$ cat config.mk
export PLATFORM = sky130hd
export DESIGN_NAME = sorted_key_list_core
export DESIGN_NICKNAME = d
export VERILOG_FILES = /design/src/rtl/core/skl_pkg.sv /design/src/rtl/core/skl_ram.sv /design/src/rtl/core/skl_cmp.sv /design/src/rtl/core/sorted_key_list_core.sv
export SDC_FILE = /design/constraint.sdc
export NUM_CORES = 1
export LEC_CHECK = 0
export ABC_AREA = 1
export BUFFER_PORTS_ARGS = -buffer_cell sky130_fd_sc_hd__buf_4
export CORE_MARGIN = 2
export CORE_UTILIZATION = 25
export CTS_CLUSTER_SIZE = 8
export DETAILED_ROUTE_END_ITERATION = 7
export PLACE_DENSITY = 0.41
export SLEW_MARGIN = 5
export SYNTH_ARGS = -nofsm -noshare
export SYNTH_HDL_FRONTEND = slang
export SYNTH_SLANG_ARGS = --single-unit
$ cat constraint.sdc
create_clock -name i_clk -period 12.4 [get_ports i_clk]
set_input_delay 2.48 -clock i_clk [delete_from_list [all_inputs] [get_ports i_clk]]
set_output_delay 2.48 -clock i_clk [all_outputs]
set_load 0.1 [all_outputs]
$ cat src/rtl/core/skl_pkg.sv
package skl_pkg;

    // operation codes
    localparam logic [2:0] KIND_INSERT  = 3'd0;
    localparam logic [2:0] KIND_DELETE  = 3'd1;
    localparam logic [2:0] KIND_SEARCH  = 3'd2;
    localparam logic [2:0] KIND_LIST_UP = 3'd3;
    localparam logic [2:0] KIND_LIST_DN = 3'd4;

    // result status codes
    localparam logic [2:0] ST_OK    = 3'd0;
    localparam logic [2:0] ST_DUP   = 3'd1;
    localparam logic [2:0] ST_MISS  = 3'd2;
    localparam logic [2:0] ST_FULL  = 3'd3;
    localparam logic [2:0] ST_EMPTY = 3'd4;

    // compare unit result
    typedef struct packed {
        logic ge;
        logic eq;
    } t_cmp;

endpackage

$ cat src/rtl/core/skl_ram.sv
module skl_ram #(
    parameter int WIDTH = 16,
    parameter int DEPTH = 16
) (
    input  logic                     i_clk,
    input  logic                     i_we,
    input  logic [$clog2(DEPTH)-1:0] i_wr_addr,
    input  logic [WIDTH-1:0]         i_wr_data,
    input  logic [$clog2(DEPTH)-1:0] i_rd_addr,
    output logic [WIDTH-1:0]         o_rd_data
);

    logic [WIDTH-1:0] r_mem [DEPTH];
    logic [WIDTH-1:0] r_rd_data;

    always_ff @(posedge i_clk) begin
        if (i_we) begin
            r_mem[i_wr_addr] <= i_wr_data;
        end
        r_rd_data <= r_mem[i_rd_addr];
    end

    assign o_rd_data = r_rd_data;

endmodule

$ cat src/rtl/core/skl_cmp.sv
module skl_cmp #(
    parameter int KEY_BITS = 16
) (
    input  logic [KEY_BITS-1:0] i_a,
    input  logic [KEY_BITS-1:0] i_b,
    output skl_pkg::t_cmp       o_res
);

    // unsigned magnitude compare of a stored key against the probe key
    assign o_res.ge = (i_a >= i_b);
    assign o_res.eq = (i_a == i_b);

endmodule

$ cat src/rtl/core/sorted_key_list_core.sv
// Steps: insert/delete/search compare one entry at a time (at least one), then move
//   the entries behind the position one by one, and an insert then places its key.
//   Listing: one key per cycle; an empty list gives a single ST_EMPTY result.
// Throughput: one transaction at a time; the next is taken at the edge of the last result.
//   Results cannot be stalled.
// Reset (synchronous, active low) empties the list; key memory contents are not cleared.
module sorted_key_list_core #(
    parameter int CAPACITY = 16,
    parameter int KEY_BITS = 16
) (
    input  logic        i_clk,
    input  logic        i_rst_n,
    input  logic        start,
    output logic        busy,
    input  logic [2:0]  i_kind,
    input  logic [15:0] i_key,
    output logic        o_valid,
    output logic [2:0]  o_status,
    output logic [15:0] o_out_key,
    output logic        o_last
);

    // IW indexes the key memory, CW also holds the count itself
    localparam int IW = $clog2(CAPACITY);
    localparam int CW = $clog2(CAPACITY + 1);
    localparam logic [CW-1:0] CAP_C = CW'(CAPACITY);
    localparam logic [CW-1:0] ONE_C = CW'(1);

    // S_SCAN : walk the list to find the first key not below the probe
    // S_UP   : move entries one slot up to open a hole (insert)
    // S_PUT  : drop the new key into the hole
    // S_DN   : move entries one slot down over the removed key (delete)
    // S_LIST : stream the stored keys out, one per cycle
    typedef enum logic [2:0] {
        S_IDLE,
        S_SCAN,
        S_UP,
        S_PUT,
        S_DN,
        S_LIST
    } t_state;

    t_state r_state, n_state;
    logic [2:0]          r_kind, n_kind;
    logic [KEY_BITS-1:0] r_key, n_key;
    logic [CW-1:0]       r_count, n_count;
    logic [CW-1:0]       r_ptr, n_ptr;     // index of the entry whose read data is present
    logic [CW-1:0]       r_pos, n_pos;     // insert/delete position
    logic [CW-1:0]       r_left, n_left;   // keys still to list
    logic                r_valid, n_valid;
    logic [2:0]          r_status, n_status;
    logic [KEY_BITS-1:0] r_okey, n_okey;
    logic                r_last, n_last;

    // memory port and compare unit hookup
    logic                w_we;
    logic [IW-1:0]       w_wr_addr;
    logic [KEY_BITS-1:0] w_wr_data;
    logic [IW-1:0]       w_rd_addr;
    logic [KEY_BITS-1:0] w_rd_data;
    skl_pkg::t_cmp       w_cmp;

    logic [31:0]         w_key32;
    logic [31:0]         w_okey32;
    logic [KEY_BITS-1:0] w_in_key;
    logic [CW-1:0]       w_cnt_m1;
    logic [CW-1:0]       w_ptr_p1;
    logic [CW-1:0]       w_ptr_m1;
    logic [CW-1:0]       w_pos;
    logic                w_hit;
    logic                w_scan_end;

    skl_ram #(
        .WIDTH (KEY_BITS),
        .DEPTH (CAPACITY)
    ) u_ram (
        .i_clk     (i_clk),
        .i_we      (w_we),
        .i_wr_addr (w_wr_addr),
        .i_wr_data (w_wr_data),
        .i_rd_addr (w_rd_addr),
        .o_rd_data (w_rd_data)
    );

    skl_cmp #(
        .KEY_BITS (KEY_BITS)
    ) u_cmp (
        .i_a   (w_rd_data),
        .i_b   (r_key),
        .o_res (w_cmp)
    );

    // incoming key is trimmed (or zero-extended) to the stored key width
    assign w_key32  = {16'd0, i_key};
    assign w_in_key = w_key32[KEY_BITS-1:0];

    assign w_cnt_m1 = r_count - ONE_C;
    assign w_ptr_p1 = r_ptr + ONE_C;
    assign w_ptr_m1 = r_ptr - ONE_C;

    // scan stops at the first entry >= key, or at the last stored entry, or at once on an empty list
    assign w_scan_end = (r_count == '0) || w_cmp.ge || (r_ptr == w_cnt_m1);
    assign w_hit      = (r_count != '0) && w_cmp.ge && w_cmp.eq;
    assign w_pos      = ((r_count != '0) && w_cmp.ge) ? r_ptr : r_count;

    always_comb begin
        n_state   = r_state;
        n_kind    = r_kind;
        n_key     = r_key;
        n_count   = r_count;
        n_ptr     = r_ptr;
        n_pos     = r_pos;
        n_left    = r_left;
        n_valid   = 1'b0;
        n_status  = r_status;
        n_okey    = r_okey;
        n_last    = r_last;
        w_we      = 1'b0;
        w_wr_addr = r_pos[IW-1:0];
        w_wr_data = r_key;
        w_rd_addr = w_ptr_p1[IW-1:0];

        case (r_state)
            S_IDLE: begin
                if (start) begin
                    n_kind = i_kind;
                    n_key  = w_in_key;
                    case (i_kind)
                        skl_pkg::KIND_INSERT, skl_pkg::KIND_DELETE,
                        skl_pkg::KIND_SEARCH: begin
                            n_ptr     = '0;
                            w_rd_addr = '0;
                            n_state   = S_SCAN;
                        end
                        skl_pkg::KIND_LIST_UP: begin
                            n_ptr     = '0;
                            n_left    = r_count;
                            w_rd_addr = '0;
                            n_state   = S_LIST;
                        end
                        skl_pkg::KIND_LIST_DN: begin
                            n_ptr     = w_cnt_m1;
                            n_left    = r_count;
                            w_rd_addr = w_cnt_m1[IW-1:0];
                            n_state   = S_LIST;
                        end
                        default: begin
                            n_state = S_IDLE;   // unused codes are dropped
                        end
                    endcase
                end
            end

            S_SCAN: begin
                if (!w_scan_end) begin
                    n_ptr     = w_ptr_p1;
                    w_rd_addr = w_ptr_p1[IW-1:0];
                end else begin
                    n_pos  = w_pos;
                    n_okey = r_key;
                    n_last = 1'b1;
                    n_state = S_IDLE;
                    case (r_kind)
                        skl_pkg::KIND_INSERT: begin
                            // duplicate wins over full
                            if (w_hit) begin
                                n_valid  = 1'b1;
                                n_status = skl_pkg::ST_DUP;
                            end else if (r_count >= CAP_C) begin
                                n_valid  = 1'b1;
                                n_status = skl_pkg::ST_FULL;
                            end else if (w_pos == r_count) begin
                                n_state = S_PUT;
                            end else begin
                                n_ptr     = w_cnt_m1;
                                w_rd_addr = w_cnt_m1[IW-1:0];
                                n_state   = S_UP;
                            end
                        end
                        skl_pkg::KIND_DELETE: begin
                            if (!w_hit) begin
                                n_valid  = 1'b1;
                                n_status = skl_pkg::ST_MISS;
                            end else if (w_pos == w_cnt_m1) begin
                                // removing the tail: nothing to move
                                n_valid  = 1'b1;
                                n_status = skl_pkg::ST_OK;
                                n_count  = w_cnt_m1;
                            end else begin
                                n_ptr     = w_pos + ONE_C;
                                w_rd_addr = w_ptr_p1[IW-1:0];
                                n_state   = S_DN;
                            end
                        end
                        default: begin
                            // search
                            n_valid  = 1'b1;
                            n_status = w_hit ? skl_pkg::ST_OK : skl_pkg::ST_MISS;
                        end
                    endcase
                end
            end

            S_UP: begin
                w_we      = 1'b1;
                w_wr_addr = w_ptr_p1[IW-1:0];
                w_wr_data = w_rd_data;
                if (r_ptr == r_pos) begin
                    n_state = S_PUT;
                end else begin
                    n_ptr     = w_ptr_m1;
                    w_rd_addr = w_ptr_m1[IW-1:0];
                end
            end

            S_PUT: begin
                w_we      = 1'b1;
                w_wr_addr = r_pos[IW-1:0];
                w_wr_data = r_key;
                n_count   = r_count + ONE_C;
                n_valid   = 1'b1;
                n_status  = skl_pkg::ST_OK;
                n_okey    = r_key;
                n_last    = 1'b1;
                n_state   = S_IDLE;
            end

            S_DN: begin
                w_we      = 1'b1;
                w_wr_addr = w_ptr_m1[IW-1:0];
                w_wr_data = w_rd_data;
                if (r_ptr == w_cnt_m1) begin
                    n_count  = w_cnt_m1;
                    n_valid  = 1'b1;
                    n_status = skl_pkg::ST_OK;
                    n_okey   = r_key;
                    n_last   = 1'b1;
                    n_state  = S_IDLE;
                end else begin
                    n_ptr     = w_ptr_p1;
                    w_rd_addr = w_ptr_p1[IW-1:0];
                end
            end

            S_LIST: begin
                n_valid = 1'b1;
                if (r_left == '0) begin
                    n_status = skl_pkg::ST_EMPTY;
                    n_okey   = '0;
                    n_last   = 1'b1;
                    n_state  = S_IDLE;
                end else begin
                    n_status = skl_pkg::ST_OK;
                    n_okey   = w_rd_data;
                    n_last   = (r_left == ONE_C);
                    n_left   = r_left - ONE_C;
                    if (r_left == ONE_C) begin
                        n_state = S_IDLE;
                    end else if (r_kind == skl_pkg::KIND_LIST_UP) begin
                        n_ptr     = w_ptr_p1;
                        w_rd_addr = w_ptr_p1[IW-1:0];
                    end else begin
                        n_ptr     = w_ptr_m1;
                        w_rd_addr = w_ptr_m1[IW-1:0];
                    end
                end
            end

            default: begin
                n_state = S_IDLE;
            end
        endcase
    end

    always_ff @(posedge i_clk) begin
        if (!i_rst_n) begin
            r_state <= S_IDLE;
            r_count <= '0;
            r_valid <= 1'b0;
        end else begin
            r_state <= n_state;
            r_count <= n_count;
            r_valid <= n_valid;
        end
        r_kind   <= n_kind;
        r_key    <= n_key;
        r_ptr    <= n_ptr;
        r_pos    <= n_pos;
        r_left   <= n_left;
        r_status <= n_status;
        r_okey   <= n_okey;
        r_last   <= n_last;
    end

    assign w_okey32  = 32'(r_okey);
    assign busy      = (r_state != S_IDLE);
    assign o_valid   = r_valid;
    assign o_status  = r_status;
    assign o_out_key = w_okey32[15:0];
    assign o_last    = r_last;

endmodule

Yosys cells after proc, flatten, opt, wreduce, memory -nomap -nowiden
Memories as Yosys holds them, arrays and structs flattened. A register that Yosys moved wholly into a read port is not among the register bits.
Cells that the tools add are included.
Word-level totals
  memory bits (writable): 256
  bits of input ports: 22
  logic and storage cells: 170
  register bits: 63
  memories: 1
Memories
  u_ram.r_mem: depth 16, bits a word 16, read ports 1, clocked after memory_dff 1, write ports 1, RTL line skl_ram.sv:13  | logic [WIDTH-1:0] r_mem [DEPTH];
Cells by class
  order comparisons: 2
  equality and inequality tests: 39
  reductions and logical operators: 29
  muxes and demuxes: 82
  $add $sub $neg: 6
Operators with widths (number)
  5-bit two-way mux: 21
  16-bit two-way mux: 4
  16-bit one-hot mux with 4 select lines: 1
  3-bit two-way mux: 14
  4-bit two-way mux: 10
  5-bit one-hot mux with 2 select lines: 3
  4-bit inequality test (second input constant): 7
  5-bit one-hot mux with 5 select lines: 1
  2-bit inequality test (second input constant): 12
  5-bit equality test: 4
  3-bit one-hot mux with 2 select lines: 3
  16-bit equality test: 1
  16-bit greater-or-equal comparator: 1
  4-bit one-hot mux with 2 select lines: 2
  4-bit one-hot mux with 4 select lines: 1
  5-bit by 1-bit adder with 5-bit output (second input constant): 3
  3-bit by 2-bit equality test with 1-bit output (second input constant): 5
  3-bit one-hot mux with 5 select lines: 1
  5-bit one-hot mux with 3 select lines: 1
  5-bit by 1-bit subtractor with 5-bit output (second input constant): 3
  1-bit two-way mux: 13
  13-bit AND reduction: 1
  3-bit one-hot mux with 4 select lines: 1
  5-bit logical NOT: 2
  26 further kinds: 43

Longest topological paths before layout
  depth in word-level cells: 10
  depth in mapped cells: 29

Modules after synthesis
From an unflattened synthesis, not the netlist that was laid out.
Unflattened totals
  cell total of the unflattened synthesis: 1727
  area total of the unflattened synthesis: 16163.0 sq um
Modules (own cells, without submodules)
  skl_ram: cells each 1076, area an instance 11379.7 sq um, times used 1, sequential area each 8007.7 sq um
  sorted_key_list_core: cells each 573, area an instance 4315.4 sq um, times used 1, sequential area each 1801.7 sq um
  skl_cmp: cells each 78, area an instance 467.9 sq um, times used 1, sequential area each 0.0 sq um

Least setup slack after synthesis
No wires, ideal clock.
  path type: in2reg
  start point: input start
  end point: register u_ram.r_rd_data[5] (netlist: u_ram.o_rd_data[5]), read port of u_ram.r_mem
  required time: 12341 ps
  stages: 11
  setup slack: 7818 ps
  path buffers: 1
  arrival: 4524 ps
  path through: inv_1 nor2_1 a21oi_1 o2111ai_1 inv_1 a21oi_4 buf_2 nand3_1 nand3_1 nand3_1 nand2_1
On the way
  cells in the longest elaborated chain, start to end: 2
Ends and longest elaborated chain
  start: declaration: RTL line sorted_key_list_core.sv:13  | input logic start,
  4-bit two-way mux: RTL line sorted_key_list_core.sv:125  | if (start) begin
  4-bit one-hot mux with 4 select lines: RTL line sorted_key_list_core.sv:123  | case (r_state)
  end: declaration: RTL line skl_ram.sv:14  | logic [WIDTH-1:0] r_rd_data;
No other way between the ends.
A chain may end at the register's enable or synchronous reset.

Worst setup path in the final report
  start point: register r_key[15]
  end point: register u_ram.r_rd_data[7] (netlist: u_ram.o_rd_data[7]), read port of u_ram.r_mem
On the way
  cells in the longest elaborated chain, start to end: 10
  elaborated cells on any way between the ends: 14
  classes of those cells: order compare (1); eq/ne (2); mux (7); reduce/logical (4)
Ends and longest elaborated chain
  start: declaration: RTL line sorted_key_list_core.sv:45  | logic [KEY_BITS-1:0] r_key, n_key;
  start signal: assignment: RTL line sorted_key_list_core.sv:286  | r_key <= n_key;
  16-bit greater-or-equal comparator: RTL line skl_cmp.sv:10  | assign o_res.ge = (i_a >= i_b);
  1-bit logical AND: RTL line sorted_key_list_core.sv:103, sorted_key_list_core.sv:104
  5-bit two-way mux: RTL line sorted_key_list_core.sv:104  | assign w_pos = ((r_count != '0) && w_cmp.ge) ? r_ptr : r_count;
  5-bit equality test: RTL line sorted_key_list_core.sv:172  | end else if (w_pos == r_count) begin
  4-bit two-way mux: RTL line sorted_key_list_core.sv:172
  4-bit two-way mux: RTL line sorted_key_list_core.sv:169  | end else if (r_count >= CAP_C) begin
  4-bit two-way mux: RTL line sorted_key_list_core.sv:166  | if (w_hit) begin
  4-bit two-way mux
  4-bit two-way mux (*): RTL line sorted_key_list_core.sv:155  | if (!w_scan_end) begin
  4-bit one-hot mux with 4 select lines (*): RTL line sorted_key_list_core.sv:123
Every way passes the cells marked *; elsewhere a longest branch is shown, timed or not.

==> metrics.txt <==
status=completed; final hold vios=0; ranking of synthesized cells by area=edfxtp_1, nand3_1, nand2_1; Top-Level Pins=44; Worst-Margin Slew=1250 ps; CP peak stage delay=730 ps; synthesized-area fraction occupied by adder cells=1.94%; Clock Pin Slew Worst Setup and Hold Paths=approximately 50 ps; CP cell instances=inv_1, ha_1, nand2_1, nor2_1, nand2_1, nor2_1, nor2_1, nand2_1, inv_1, nand2_1, nor2_2, nor3_4, nand2_2, nand2_1, nand3_1, nand2_4, nand2_8, nand2_1, nand3_1, nand3_1, nand3_1, nand2_1; top cell type's share of synthesized area=57.8%; sequential cell area fraction in the yosys report=60.9%; worst-skew pair later-pin latency=590 ps; detailed-route via count=11700; Synth Warn #=0; proportion of layout cells with a drive suffix above 1=9.57%; Die Span X=approximately 260 um; Reg2Reg Setup Slack=7120 ps; Syn Inst Count=1650; Synth Register Bits=between 300 and 400; iteration count of the initial detailed-routing pass=7; Placeable Area=about 64000 um2; largest net degree at the start of global routing=129; Synth Area in Compound Gates=approximately 4.5%; Clock Path Buffers=3; Max-Cap Viols=0; cell mode on critical path=nand2_1; Post-synth EDFFs=310; Setup-failing EPs final=0; Synthesized Nets=around 1700; sequential share of power=28.7%; Post-CTS Setup Inserts=0; min Tclk post-route=5280 ps; initial antenna violation count=0; total track usage=15.0%; Simple-Gate Fraction of Synth Area=22.5%; drt total wl=50.2 mm; post-synth cell types=46; launching element type of the critical path=flop; Int Pwr=about 3.0 mW; Area growth syn-to-layout=16.8%; wire length per cell=a little under 20 um; sw frac=47.1%; CTS tree=done; Worst setup EP type=flop; Synth top cells by count=nand2_1, nand3_1, edfxtp_1, inv_1, nor2_1; # hold bufs at CTS=0; Critical Path AT=just under 6000 ps; RePlAce Congestion=0.890; Initial DRC Count=between 800 and 900; Power Density=297 nW/um2; Nets=between 1500 and 2000; Final period util=42.6%; post-layout util=about 29%; htree depth=2; pins over their slew limit=0; chip height=258 um; Clk network pwr share=22.3%; Setup TNS=0 ps; Root Driver=clkbuf_16; worst hold path type=flop to flop; clk_skew=12.0 ps; CTS sink cnt=about 340; post-route ant nets=0; Max VDD drop=0.328 mV; Req. time, crit path=between 10000 and 15000 ps; FMAX=around 190 MHz; CTS Buf Count=48; Die ar.=about 67000 um2; Post-Synth XOR/XNOR Area=1.40%; Resize count post-CTS=0; RSZ-0062 raised after global routing=false; synthesized area=16100 um2; CP max stage cell=nand2_8; post-synthesis mux area share=0%; Main synth FF type=edfxtp_1; num rows=93; top-count cell post-synth=nand2_1; Comb power frac=49.1%; DRC Markers=0; CP Max Fanout=128; Port Buffers=43; post-DP HPWL=29.6 mm; first-pass GRT wire length=74.5 mm; Syn Area/Cell=9.77 um2; gr ovfl total=0; largest family of logic cells by synthesized area=simple AND/OR/NAND/NOR gates; post-synthesis async set-or-reset flop share=0%; crit path kind=flop to flop; Synth area leader=edfxtp_1; via/cell ratio=4.52; ant diodes=0; sw power=2.63 mW; Max-slew headroom=16.0%; vias in the first global route=11300; static leakage=7.57 nW; Initial Utilization=25.1%
## metrics by stage
stage	instances	worst slack [ps]	cell area [um2]	hold slack [ps]	power [mW]
after floorplan	1650	7820	16100	483	3.55
after global placement	2500	6600	17400	512	4.38
after detailed placement	2500	6600	17400	530	4.39
after CTS	2580	7090	18800	539	5.66
after global routing	2580	6670	18800	560	5.97
final	2580	7120	18800	533	5.58
## layer usage
metal | vias up | share of wire [%] | global-route usage (%)
met1 | 5672 | 48 | 21.0
met5 | - | 0 | 0
met2 | 270 | 45 | 23.5
met3 | 72 | 4.5 | 2.40
li1 | 5648 | - | -
met4 | 0 | 2.7 | 4.95
## cell families after synthesis
group           Yosys count
simple gates            805
buf+inv                 335
compound gates          125
fa+ha+maj                25
flops                   335
xor+xnor                 25
## sequential cells by signal, indices dropped and copies added, names as in the netlist
register,flops
o_valid,1
o_last,1
r_key,16
r_ptr,5
r_pos,5
o_status,3
u_ram.r_mem,256
r_kind,3
r_count,5
u_ram.o_rd_data,16
r_state,3
r_left,5
o_out_key,16
## worst max-delay path: cells and delay by family, from the launching register on
family	cells	cell delay, ps
fa+ha+maj	1	320
buf+inv	2	230
simple gates	19	4210
flops	1	330
## power groups by stage
| stage | sequential [mW] | combinational (mW) | clock [mW] |
|---|---|---|---|
| floorplan | 1.71 | 1.84 | 0 |
| global placement | 1.62 | 2.75 | 0 |
| detailed placement | 1.62 | 2.76 | 0 |
| CTS | 1.60 | 2.78 | 1.28 |
| global route | 1.61 | 3.04 | 1.32 |
| finish | 1.60 | 2.74 | 1.24 |
## path summary, 6_finish.rpt
path | from | end | cells after the start
hold / removal | r_state[0] | r_state[0] | 2
hold reg to reg | r_state[0] | r_state[0] | 2
setup / recovery | r_key[15] | u_ram.o_rd_data[7] | 22
setup reg to reg | r_key[15] | u_ram.o_rd_data[7] | 22
## area by class of cell
class,count,area (um2)
fill,6649,45300
sequential,335,9810
inverter,255,957
multi-input combinational,980,5030
clock buffer,76,1320
tap,855,1070
timing repair buffer,75,563
clock inverter,4,85.1
## layout by cell type, fill, tap and decap left out, drive strengths merged, types with 3 or more instances in the layout
| master | synthesis | final |
|---|---|---|
| a211oi | 3 | 3 |
| a21oi | 31 | 31 |
| buf | 54 | 75 |
| clkbuf | 26 | 76 |
| dfxtp | 25 | 25 |
| edfxtp | 310 | 310 |
| ha | 25 | 25 |
| inv | 255 | 256 |
| nand2 | 340 | 340 |
| nand3 | 338 | 338 |
| nand3b | 32 | 32 |
| nand4 | 6 | 6 |
| nor2 | 78 | 78 |
| nor3 | 5 | 5 |
| o2111ai | 3 | 3 |
| o211ai | 7 | 7 |
| o21ai | 65 | 65 |
| o22ai | 4 | 4 |
| xnor2 | 5 | 5 |
| xor2 | 20 | 20 |
No activity file was read; power rests on OpenSTA's default activity.
